--- src/rtl/tqh_pkg.sv ---
`timescale 1ns / 1ps
// Shared types and constants of the terrain height query block.
// No dependencies; every other file of the block but tqh_ram imports this package.
package tqh_pkg;

  // Height map geometry
  localparam int GRID_POINTS = 256;
  localparam int CELLS       = GRID_POINTS - 1;
  localparam int STORE_DEPTH = GRID_POINTS * GRID_POINTS;
  localparam int ADDR_W      = $clog2(STORE_DEPTH);

  // Field widths
  localparam int HEIGHT_W   = 16;
  localparam int COORD_W    = 32;
  localparam int SCALE_W    = 24;
  localparam int GRID_IDX_W = 8;
  localparam int CFG_IDX_W  = 2;
  localparam int CFG_DATA_W = 32;

  // Fixed-point arithmetic
  localparam int DIFF_W     = COORD_W + 1;          // world - origin
  localparam int POS_W      = DIFF_W + SCALE_W;     // Q.24 cell position
  localparam int POS_FRAC   = 24;
  localparam int CELL_W     = POS_W - POS_FRAC;
  localparam int FRAC_W     = 16;
  localparam int FRAC_ONE   = 65536;
  localparam int WEIGHT_W   = FRAC_W + 1;
  localparam int PROD_W     = HEIGHT_W + WEIGHT_W;
  localparam int ACC_W      = PROD_W + 1;

  // Back end sequencing
  localparam int N_CORNERS = 3;
  localparam int STEP_W    = 3;

  // Queue between front and back
  localparam int Q_DEPTH = 4;
  localparam int Q_PTR_W = $clog2(Q_DEPTH);
  localparam int Q_CNT_W = $clog2(Q_DEPTH + 1);

  localparam logic [SCALE_W-1:0] SCALE_RESET = SCALE_W'(65536);

  typedef enum logic [CFG_IDX_W-1:0] {
    CFG_ORIGIN_X   = 2'd0,
    CFG_ORIGIN_Z   = 2'd1,
    CFG_CELL_SCALE = 2'd2
  } tqh_cfg_idx_t;

  typedef enum logic {
    REQ_LOAD  = 1'b0,
    REQ_QUERY = 1'b1
  } tqh_req_t;

  typedef struct packed {
    logic                        req_type;
    logic [GRID_IDX_W-1:0]       grid_x;
    logic [GRID_IDX_W-1:0]       grid_z;
    logic signed [HEIGHT_W-1:0]  height_in;
    logic signed [COORD_W-1:0]   world_x;
    logic signed [COORD_W-1:0]   world_z;
  } tqh_in_t;

  typedef struct packed {
    logic signed [HEIGHT_W-1:0] height_out;
    logic                       inside_res;
  } tqh_out_t;

  typedef struct packed {
    logic signed [COORD_W-1:0] origin_x;
    logic signed [COORD_W-1:0] origin_z;
    logic [SCALE_W-1:0]        cell_scale;
  } tqh_cfg_t;

  // One classified word handed from the front to the back.
  // addr is the load address, or the top-left corner of the cell of a query.
  typedef struct packed {
    tqh_req_t                   op;
    logic                       on_map;
    logic [ADDR_W-1:0]          addr;
    logic signed [HEIGHT_W-1:0] height;
    logic [FRAC_W-1:0]          fx;
    logic [FRAC_W-1:0]          fz;
  } tqh_entry_t;

endpackage

--- src/rtl/tqh_queue.sv ---
`timescale 1ns / 1ps
// Short queue of classified words between the front and the back.
// Depends on tqh_pkg.
module tqh_queue (
  input  logic               clk,
  input  logic               rst,
  input  logic               push,
  input  tqh_pkg::tqh_entry_t push_data,
  output logic               full,
  input  logic               pop,
  output logic               valid,
  output tqh_pkg::tqh_entry_t head
);
  import tqh_pkg::*;

  tqh_entry_t           slots [Q_DEPTH];
  logic [Q_PTR_W-1:0]   wr_ptr;
  logic [Q_PTR_W-1:0]   rd_ptr;
  logic [Q_CNT_W-1:0]   count;

  function automatic logic [Q_PTR_W-1:0] wrap_inc(input logic [Q_PTR_W-1:0] p);
    return (p == Q_PTR_W'(Q_DEPTH - 1)) ? '0 : p + Q_PTR_W'(1);
  endfunction

  assign full  = (count == Q_CNT_W'(Q_DEPTH));
  assign valid = (count != '0);
  assign head  = slots[rd_ptr];

  always_ff @(posedge clk) begin
    if (push) begin
      slots[wr_ptr] <= push_data;
    end
  end

  always_ff @(posedge clk) begin
    if (rst) begin
      wr_ptr <= '0;
      rd_ptr <= '0;
      count  <= '0;
    end else begin
      if (push) begin
        wr_ptr <= wrap_inc(wr_ptr);
      end
      if (pop) begin
        rd_ptr <= wrap_inc(rd_ptr);
      end
      if (push && !pop) begin
        count <= count + Q_CNT_W'(1);
      end else if (pop && !push) begin
        count <= count - Q_CNT_W'(1);
      end
    end
  end

endmodule

--- config.mk ---
export PLATFORM = sky130hd
export DESIGN_NAME = tqh_queue
export DESIGN_NICKNAME = d
export VERILOG_FILES = /design/src/rtl/tqh_pkg.sv /design/src/rtl/tqh_queue.sv
export SDC_FILE = /design/constraint.sdc
export NUM_CORES = 1
export LEC_CHECK = 0
export BUFFER_PORTS_ARGS = -buffer_cell sky130_fd_sc_hd__buf_2
export CAP_MARGIN = 20
export CORE_UTILIZATION = 51
export DETAILED_ROUTE_END_ITERATION = 6
export GPL_TIMING_DRIVEN = 0
export PLACE_DENSITY = 0.71
export SKIP_LAST_GASP = 1
export SLEW_MARGIN = 40
export SYNTH_ARGS = -nofsm -noshare
export SYNTH_HDL_FRONTEND = slang
export SYNTH_SLANG_ARGS = --single-unit
--- constraint.sdc ---
create_clock -name clk -period 2.4 [get_ports clk]
set_clock_uncertainty 0.15 [all_clocks]
set_input_delay 0.48 -clock clk [delete_from_list [all_inputs] [get_ports clk]]
set_output_delay 0.48 -clock clk [all_outputs]
set_load 0.05 [all_outputs]
==> results.ini <==
[routing]
wl_per_cell_um=20.6
post-route-drc-count=0
drt-total-wl_um=17700
drtIter0Drc=231
first_pass_iters=4
viasPerCell=5.42
vias=4652
ant_nets=0

[hold_path]
min_from=push_data[30]
min_path_type=input pin to flip-flop

[timing]
grt_setup_unrepaired=yes
clock.fmax_ghz=0.393
holdWs_ps=21.0
finalSetupViolCount=66
slew_viol_final=0
layout_setup_ws_ps=-146
slew_headroom_pct=73.0
finalCritPeriodShare_pct=106
hold_viol=0
fin_crit_ps=2550
tightest_slew_ps=405

[placement]
detailed_place_hpwl_um=10700
gp_congestion=0.697
pre_cts_ws_ps=163
place_area_um2=11100
numPortBuffers=137
dp_cells=793

[cells_and_area]
final_cells=858
final_cell_area_um2=12600
final_common_cell=edfxtp_1
drive_gt1_share_pct=45.7
mostFrequentLayoutCells=edfxtp_1, buf_2, mux4_2
area_growth_pct=26.5
final_nets=652

[clock_network]
insertion_delay_ps=510
cts_buffers=27
clk_pin_slew_ps=60
cts_buffer_depth=3
cts_tree=built
clock_sinks=273
cts_htree_levels=1
cts_root_buffer=clkbuf_16

[floorplanning]
rows=50
die_w_um=142
die_h_um=142
dieArea_um2=20100
ios=138
start_util_pct=52.7
core_area_um2=18900

[global_routing]
grt_pass1_wl_um=27500
globalRoute.totalOverflow=0
grt_pass1_vias=5065
antenna_found_initial=1
grt_usage_pct=18.2
grt_max_degree=33

[logic_synthesis]
synth_cells=388
synth_seq_area_share_pct=81.4
synth_top_flop_cell=edfxtp_1
async_reset_ff_share_pct=0
synthTopCellsByArea=edfxtp_1, mux4_2, dfxtp_1
synth_edf_count=264
synth_nets=465
yosys.area.top_type_share_pct=79.6
yosysTopAreaCell=edfxtp_1
syn_area_um2=9960
yosys_register_bits=273
synth_cell_types=18
ys_warn_count=0
avgSynthCellArea_um2=25.7

[power]
p_leak_nw=4.32
max-vdd-ir-drop_v=0.000667
power_density_nw_per_um2=870

[setup_path]
cp_data_required_time_ps=1770
worstSetupStartpointType=flip-flop
crit_path_max_fanout=11
cp-end-kind=output port
worstPathArrival_ps=1920
worstSetupPathType=flip-flop to output port
rr_startpoint=wr_ptr[0]$_SDFFE_PP0P_

[run]
drv_cap=0

[outcome]
violations=negative setup slack
status=finished with violations

-- cells by family (layout without fill, tap and decap cells) --
group | Yosys count | in the layout | share of synthesized area, %
mux | 70 | 70 | 15.3
other cells | 0 | 3 | 0
fa+ha+maj | 7 | 7 | 0.955
xor+xnor | 2 | 2 | 0.176
flops | 273 | 273 | 81.4
simple gates | 15 | 15 | 0.791
buf+inv | 18 | 225 | 1.19
compound gates | 3 | 3 | 0.151
-- cell usage after synthesis (all sizes together), types with 2 or more instances --
cell type,n
and2,4
a21oi,2
nor3b,2
dfxtp,9
mux4,66
buf,12
inv,4
nor2,7
or3,2
ha,6
clkbuf,2
mux2i,4
edfxtp,264
xor2,2
-- metal layers --
metal,vias up,track usage [%],share of wire (%)
met2,146,31.5,52
met1,2442,23.7,41
met5,-,0,0
li1,2043,-,-
met4,0,4.30,1.7
met3,21,4.22,5.7
-- power breakdown --
part	internal (mW)	switching, mW	total (mW)
combinational	0.668	1.01	1.68
clock	2.16	1.61	3.77
sequential	5.46	0.0585	5.52
-- worst max-delay path: stages (launching register included) --
cell and delay [ps]:
dfxtp_4 370, buf_12 170, buf_12 160, mux4_2 520, buf_6 170
-- sequential cells by signal, summed over array words and instances (netlist names), named ones only --
signal  flops
count       3
rd_ptr      2
slots     264
wr_ptr      2
-- final cells by class --
type	count	area (um2)
clock buffers	34	702
fillers	1255	6300
clock inverters	15	90.1
plain buffers	14	188
multi-input cells	97	1740
flip-flops and latches	273	8110
inverters	4	15.0
well taps	260	325
diodes	3	7.51
repair buffers	158	1410
-- repair_timing --
action | 4_1_cts | 5_1_grt
setup endpoints to repair | 66 | 66
pin swaps | 0 | 0
hold buffers | 2 | 0
gates cloned | 2 | 2
hold endpoints to repair | 2 | 0
resized for setup | 153 | 0
setup buffers | 5 | 2
-- per-stage QoR --
stage	power, mW	util, %	setup TNS [ps]
floorplan	6.62	-	0
global placement	6.96	58.1	-89950
detailed placement	7.03	59.0	0
CTS	11.1	66.3	-8780
global route	11.3	66.6	-11740
finish	11.0	66.7	-7340
-- final timing paths --
check,slack [ps],to,cells after the start
setup / recovery,-150,head[9],4
hold / removal,20,slots[3][30]$_DFFE_PP_,1
setup reg to reg,610,slots[0][20]$_DFFE_PP_,5
hold reg to reg,370,count[2]$_SDFFE_PP0P_,2
(Power assumes the default switching activity.)
